## config.mk

```make
export PLATFORM = sky130hd
export DESIGN_NAME = srt_cell
export DESIGN_NICKNAME = d
export VERILOG_FILES = /design/src/hdl/srt_pkg.sv /design/src/hdl/srt_cell.sv
export SDC_FILE = /design/constraint.sdc
export NUM_CORES = 1
export LEC_CHECK = 0
export ABC_AREA = 0
export ABC_CLOCK_PERIOD_IN_PS = 8000
export BUFFER_PORTS_ARGS = -buffer_cell sky130_fd_sc_hd__buf_2
export CORE_AREA = 2 2 377 379
export CTS_CLUSTER_SIZE = 24
export DETAILED_ROUTE_END_ITERATION = 10
export DIE_AREA = 0 0 379 381
export GPL_ROUTABILITY_DRIVEN = 0
export PLACE_DENSITY = 0.3
export SLEW_MARGIN = 20
export SYNTH_ARGS = -nofsm -noshare
export SYNTH_HDL_FRONTEND = slang
export SYNTH_SLANG_ARGS = --single-unit
```

## constraint.sdc

```tcl
create_clock -name clk -period 8 [get_ports clk]
set_input_delay 0.8 -clock clk [delete_from_list [all_inputs] [get_ports clk]]
set_output_delay 0.8 -clock clk [all_outputs]
set_load 0.01 [all_outputs]
```

## src/hdl/srt_pkg.sv

```systemverilog
// Package for the sorted record table: record, request and result types,
// operation and status codes. No dependencies.
package srt_pkg;

  localparam int NameBits = 160;

  typedef struct packed {
    logic [15:0] primary;
    logic [15:0] secondary;
    logic [63:0] name_a;
    logic [63:0] name_b;
    logic [31:0] name_c;
  } record_t;

  typedef enum logic [1:0] {
    OP_APPEND = 2'd0,
    OP_DELETE = 2'd1,
    OP_SEARCH = 2'd2,
    OP_SORT   = 2'd3
  } op_t;

  typedef enum logic [2:0] {
    ST_LISTING   = 3'd0,
    ST_FOUND     = 3'd1,
    ST_NOT_FOUND = 3'd2,
    ST_FULL      = 3'd3,
    ST_BAD_INDEX = 3'd4
  } status_t;

  typedef struct packed {
    op_t         op;
    logic [3:0]  index;
    logic [15:0] key_primary;
    logic [15:0] key_secondary;
    logic [63:0] name_a;
    logic [63:0] name_b;
    logic [31:0] name_c;
  } req_t;

  typedef struct packed {
    status_t     status;
    logic [3:0]  slot;
    logic [15:0] out_primary;
    logic [15:0] out_secondary;
    logic [63:0] out_name_a;
    logic [63:0] out_name_b;
    logic [31:0] out_name_c;
    logic [4:0]  fill;
    logic        last;
  } rsp_t;

  typedef enum logic [2:0] {
    S_IDLE,
    S_SORT,
    S_SEARCH,
    S_LIST,
    S_SINGLE
  } state_t;

  // Cell control from the sequencer.
  typedef struct packed {
    logic load;     // write the new record into the cell at the fill position
    logic shift;    // delete: cells at or above index, below the top record, take their upper neighbor
    logic sort_even;
    logic sort_odd;
    logic rotate;   // cells move one place down, cell 0 wraps to the top
  } cell_ctrl_t;

  function automatic logic rec_gt(record_t x, record_t y);
    return (x.primary > y.primary) ||
           ((x.primary == y.primary) && (x.secondary > y.secondary));
  endfunction

  // C string compare of two names over nbytes bytes
  function automatic logic name_eq(logic [NameBits-1:0] x, logic [NameBits-1:0] y,
                                   int nbytes);
    logic eq;
    logic done;
    eq = 1'b1;
    done = 1'b0;
    for (int i = 0; i < 20; i++) begin
      if (!done && i < nbytes) begin
        if (x[8*i +: 8] != y[8*i +: 8]) begin
          eq = 1'b0;
          done = 1'b1;
        end else if (x[8*i +: 8] == 8'd0) begin
          done = 1'b1;
        end
      end
    end
    return eq;
  endfunction

endpackage

```

## src/hdl/srt_cell.sv

```systemverilog
// One record cell of the table chain: load, shift, compare-exchange, rotate.
// Depends on srt_pkg.
module srt_cell #(
  parameter int Pos = 0
) (
  input  logic               clk,
  input  srt_pkg::cell_ctrl_t ctrl,
  input  logic [6:0]         fill_pos,
  input  logic [6:0]         del_index,
  input  srt_pkg::record_t   new_rec,
  input  srt_pkg::record_t   lower,
  input  srt_pkg::record_t   upper,
  input  srt_pkg::record_t   wrap,
  input  logic               upper_ok,
  input  logic               is_top,
  output srt_pkg::record_t   rec
);
  logic even_lo;
  assign even_lo = ((Pos % 2) == 0);

  always_ff @(posedge clk) begin
    if (ctrl.load && fill_pos == 7'(Pos)) begin
      rec <= new_rec;
    end else if (ctrl.shift && 7'(Pos) >= del_index && upper_ok) begin
      rec <= upper;
    end else if (ctrl.rotate) begin
      rec <= is_top ? wrap : upper;
    end else if ((ctrl.sort_even && even_lo) || (ctrl.sort_odd && !even_lo)) begin
      if (upper_ok && srt_pkg::rec_gt(rec, upper)) rec <= upper;
    end else if ((ctrl.sort_even && !even_lo) || (ctrl.sort_odd && even_lo)) begin
      if (Pos > 0 && srt_pkg::rec_gt(lower, rec)) rec <= lower;
    end
  end
endmodule
```

==> results of run 1 <==
[layout make-up]
cell class / count / area, µm²
flip-flops and latches: 192 / 5770
well taps: 1890 / 2360
multi-input cells: 666 / 4350
fillers: 16300 / 123000
repair buffers: 796 / 4080
diodes: 4 / 10.0
clock buffers: 18 / 429
inverters: 32 / 120
clock inverters: 14 / 140
[worst min path at each step]
stage	slack, ns	cells after the start	endpoint	start
6_report	0.54	3	rec[187]	new_rec[187]
5_1_grt	0.50	3	rec[187]	new_rec[187]
4_1_cts	0.45	3	rec[187]	new_rec[187]
3_5_place_dp	1.08	3	rec[87]	new_rec[87]
3_3_place_gp	1.08	3	rec[140]	new_rec[140]
2_1_floorplan	0.99	2	rec[0]	new_rec[0]
[kinds of logic (layout without fill, tap and decap cells)]
| logic type | after synthesis | count (layout) | share of synthesized area |
|---|---|---|---|
| AND/OR/NAND/NOR | 227 | 227 | 0.0851 |
| AO/OA/AOI/OAI | 215 | 215 | 0.103 |
| multiplexers | 192 | 192 | 0.179 |
| flip-flops | 192 | 192 | 0.537 |
| buffers and inverters | 97 | 860 | 0.0583 |
| adder cells (fa/ha/maj) | 32 | 32 | 0.0373 |
| other | 0 | 4 | 0 |
[cell usage in the layout (no fill, tap or decap)]
| master | instances |
|---|---|
| a2111o_1 | 1 |
| a211oi_1 | 3 |
| a21o_1 | 2 |
| a21oi_1 | 12 |
| and3_4 | 1 |
| and4b_4 | 1 |
| buf_12 | 6 |
| buf_2 | 788 |
| buf_4 | 2 |
| bufinv_16 | 1 |
| clkbuf_1 | 1 |
| clkbuf_16 | 17 |
| clkinv_2 | 2 |
| clkinv_4 | 2 |
| clkinvlp_4 | 1 |
| diode_2 | 4 |
| edfxtp_1 | 192 |
| ha_1 | 32 |
| inv_1 | 32 |
| inv_6 | 6 |
| inv_8 | 2 |
| mux2i_1 | 192 |
| nand2_1 | 197 |
| nand3_1 | 6 |
| nand4_1 | 9 |
| nor2_1 | 3 |
| nor2b_1 | 2 |
| nor3_1 | 2 |
| nor4_1 | 5 |
| o211ai_1 | 2 |
| o21ai_0 | 13 |
| o21ai_1 | 180 |
| o22ai_1 | 1 |
| o32a_2 | 1 |
| or3_1 | 1 |
[metrics by stage]
stage	power [mW]	setup slack, ns	cells
after floorplan	1.51	0.966	955
after global placement	1.85	3.36	3576
after detailed placement	1.85	3.32	3576
after CTS	2.85	3.76	3608
after global routing	2.91	3.61	3608
final	2.75	3.73	3612
[where the power goes]
group	switching (mW)	total, mW	internal [mW]
registers	0.0285	1.25	1.22
logic	0.311	0.561	0.250
clock network	0.505	0.944	0.439
[worst max-delay path, stage by stage (launching register included)]
cell      delay (ns)
edfxtp_1        0.43
ha_1            0.33
nand4_1         0.35
nor4_1          1.03
nor4_1          0.12
o22ai_1         0.26
o32a_2          0.64
buf_12          0.39
[metal layers]
layer  track usage  up-vias
met5             0        -
met4        0.0201       20
met3        0.0422      109
met2         0.160      627
met1         0.107     4596
li1              -     4994
[cell usage after synthesis, drive strengths merged, types with 2 or more instances]
cell      n
inv      32
nand3     6
mux2i   192
nor2b     2
a21oi    12
nand4     9
nor3      2
a211oi    3
a21o      2
clkbuf   20
edfxtp  192
ha       32
nor2      3
nand2   197
buf      45
nor4      5
o211ai    2
o21ai   193
==> results.md, run 1 <==
- Final Core Density: 0.123
- FMAX: 0.234 GHz
- Met3 Wirelength: 7350 µm
- CTS tree: done
- Gr usage total: 0.0939
- Fin area: 0.0173 mm²
- H-tree depth: 4
- Post-Syn Area per Cell: 11.2 µm²
- Drt pass-1 iters: 7
- Final hold violations: 0
- Total die area: 0.144 mm²
- Clk sink count: 192
- Worst-margin pin slew: 1.09 ns
- Post-CTS Hold Buffers: 0
- Die width: 379 µm
- #FFs+latches synth: 192
- Endpoint type of the worst setup path: register
- Wirelength per Cell: 19.4 µm
- Slew Limit Fails: 0
- Max_cap viols: 0
- Min Tclk post-route: 4.27 ns
- 1st-iter DRT viols: 422
- Via Count: 10300
- Final worst path period share: 0.534
- Top cell type's share of synthesized area: 0.537
- Startpoint Class: register
- Vias in the first global route: 10400
- Fin Clk Skew: 0.0388 ns
- Crit path to: rec[63]
- Clock buffer depth: 2
- Syn_nets: 1777
- R2R Path Start: rec[187]
- Worst-path clk slew: 0.10 ns
- Root buf cell: clkbuf_16
- Synth area leader: edfxtp_1
- Placed cell area: 0.0167 mm²
- Final setup viols: 0
- WL met2: 33400 µm
- Post-CTS setup buffers: 0
- Top cells by area, synth: edfxtp_1, mux2i_1, o21ai_1
- Accumulated negative setup slack: 0 ns
- Seq/Total Area, Yosys: 0.537
- Slew margin rel.: 0.266
- Critical Path Fanout Max: 93
- Post-DRT Antenna Nets: 0
- Total grt overflow: 0
- Post-DP HPWL: 59300 µm
- M1 WL: 27900 µm
- CP required: 8.16 ns
- Port buffer count: 788
- Power per cell area: 159 mW/mm²
- Minimum hold slack: 0.535 ns
- Wirelength, routed: 70000 µm
- Main synth FF type: edfxtp_1
- # IOs: 982
- RR Endpoint: rec[63]
- Share of post-route cells with drive strength above 1: 0.483
- Average via count per standard cell: 2.86
- Most flop-heavy register: rec
- Cell Rows: 138
- DRC Markers: 0
- Asr flop ratio synth: 0
- Initial antenna violation count: 66
- Total CTS buffers: 17
- P_leak: 6.92 nW
- Biggest regs: rec: 192 flops
- Uppermost layer routed: met5
- Ys Warns: 0
- CP startpoint: rec[187]
- Synthesized cell area: 0.0107 mm²
- Post-synth EDFFs: 192
- Cts repair resizes: 0
- Layout area overhead: 60.8%
- Die Y: 381 µm
- Final #Nets: 2527
- Initial Util: 0.0764
- Worst R2R Path Depth: 7
- Crit path DAT: 4.43 ns
- Critical setup path kind: reg -> reg
- Largest net degree at the start of global routing: 159
- Number of flip-flops in the largest register: 192
- Clock Latency Late Sink: 0.54 ns
- RSZ-0062 raised after global routing: no
- Maximum vdd drop: 0.000130 V
- Reg2Reg Setup Slack: 3.73 ns
- First-pass GRT wire length: 90000 µm
- Core ar.: 0.141 mm²
- Worst Hold Class: in -> reg
- Synth unique cells: 29
- Mapped Cells: 955
- Status: finished clean
(Power assumes the default switching activity.)
==> run 2: changes to the inputs <==
- ABC_CLOCK_PERIOD_IN_PS: 8000 -> 3700
- CORE_AREA: 2 2 377 379 -> 2 2 387 389
- DIE_AREA: 0 0 379 381 -> 0 0 389 391
- clock period: 8 -> 3.7 ns (I/O delays scaled with it)
==> run 2 against run 1 <==
Compared with the run above:
- first-iteration DRC count down 26%
- global-route usage decreased by 1.6 points
- worst hold slack worse by 0.42 ns
- clock skew shrank 0.012 ns
- sequential cell count unchanged
- highest routed layer unchanged
- sequential power rose by 120%
- sequential share of layout area fell by 0.80 points
- cell area rose by 2.5%
- fmax up 25%
- critical path depth is the same
==> results.md, run 2 (synthesis gave the netlist of run 1 again) <==
- Status: finished clean
- CTS tree: done
- Number of flip-flops in the largest register: 192
- Final #Nets: 2563
- Layout Cells excl Fill: 3708
- Root buf cell: clkbuf_16
- Slew Limit Fails: 0
- CP required: 3.90 ns
- Core ar.: 0.149 mm²
- Critical Path Fanout Max: 37
- 1st-iter DRT viols: 314
- Largest net degree at the start of global routing: 109
- Crit path DAT: 3.61 ns
- Wirelength, routed: 61100 µm
- Setup WS post-layout: 0.293 ns
- RSZ-0062 raised after global routing: no
- Fin Clk Skew: 0.0264 ns
- Gr usage total: 0.0775
- Total die area: 0.152 mm²
- Most frequent cells in the layout: buf_2, nand2_1, mux2i_1, edfxtp_1, o21ai_1
- Die Y: 391 µm
- Placed cell area: 0.0171 mm²
- H-tree depth: 4
- # IOs: 982
- Initial antenna violation count: 44
- FMAX: 0.294 GHz
- Tot Pwr: 5.94 mW
- Maximum vdd drop: 0.000259 V
- Final setup viols: 0
- Worst Hold Class: in -> reg
- Startpoint Class: register
- Post-CTS setup buffers: 0
- Commonest non-fill, non-tap cell in the layout: buf_2
- Post-DP HPWL: 51500 µm
- Clk sink count: 192
- Worst-margin pin slew: 0.739 ns
- Most flop-heavy register: rec
- Slew margin rel.: 0.507
- Drt pass-1 iters: 5
- DRC Markers: 0
- Port buffer count: 788
- Reg2Reg Setup Slack: 0.29 ns
- Wirelength per Cell: 16.5 µm
- Clock Latency Late Sink: 0.53 ns
- Average via count per standard cell: 2.79
- Pre-CTS WS: 0.0462 ns
- Share of post-route cells with drive strength above 1: 0.494
- Total grt overflow: 0
- Worst-path clk slew: 0.09 ns
- Inst Count DP: 3666
- Max_cap viols: 0
- P_leak: 7.12 nW
- Accumulated negative setup slack: 0 ns
- Cts repair resizes: 0
- Biggest regs: rec: 192 flops
- First-pass GRT wire length: 80800 µm
- Critical setup path kind: reg -> reg
- Power per cell area: 336 mW/mm²
- Post-CTS Hold Buffers: 0
- Vias in the first global route: 10600
- Min Tclk post-route: 3.41 ns
- Final hold violations: 0
- Endpoint type of the worst setup path: register
- Cell Rows: 142
- Total CTS buffers: 17
- Die width: 389 µm
- Final worst path period share: 0.921
- Fin area: 0.0177 mm²
- Via Count: 10300
- Layout area overhead: 64.8%
- Clock buffer depth: 2
- Initial Util: 0.0723
- Post-DRT Antenna Nets: 0
run 2: cell type report:
cell class / count / area [µm²]
Clock inverter: 15 / 165
Fill cell: 17200 / 131000
Sequential cell: 192 / 5770
Multi-Input combinational cell: 666 / 4360
Antenna cell: 10 / 25.0
Clock buffer: 17 / 425
Tap cell: 1944 / 2430
Timing Repair Buffer: 832 / 4390
Inverter: 32 / 120
run 2: worst max-delay path: stages, from the launching register on:
cell and delay, ns:
edfxtp_1 0.42, ha_1 0.31, nand4_1 0.26, nor4_1 0.67
nor4_1 0.13, o22ai_1 0.24, o32a_4 0.68, buf_12 0.32
run 2: power by group:
group	internal, mW	switching (mW)
combinational	0.569	0.668
sequential	2.63	0.0590
clock	0.905	1.11
total	4.10	1.83
run 2: path summary, 6_finish.rpt:
path	endpoint	cells past startpoint	startpoint
max reg2reg	rec[60]	7	rec[190]
max	rec[60]	7	rec[190]
min reg2reg	rec[25]	4	rec[175]
min	rec[111]	3	new_rec[111]
run 2: metrics by stage:
| step | hold slack, ns | utilization |
|---|---|---|
| 6_report | 0.119 | 0.119 |
| 5_1_grt | 0.0451 | 0.119 |
| 4_1_cts | 0.0303 | 0.119 |
| 3_5_place_dp | 0.654 | 0.115 |
| 3_3_place_gp | 0.651 | 0.115 |
| 2_1_floorplan | 0.557 | - |
run 2: layer usage:
layer / track usage / wire (µm) / up-vias
li1: - / - / 5074
met1: 0.0839 / 23500 / 4581
met2: 0.136 / 30500 / 579
met3: 0.0349 / 6020 / 73
met4: 0.0197 / 954 / 22
met5: 0 / 141 / -
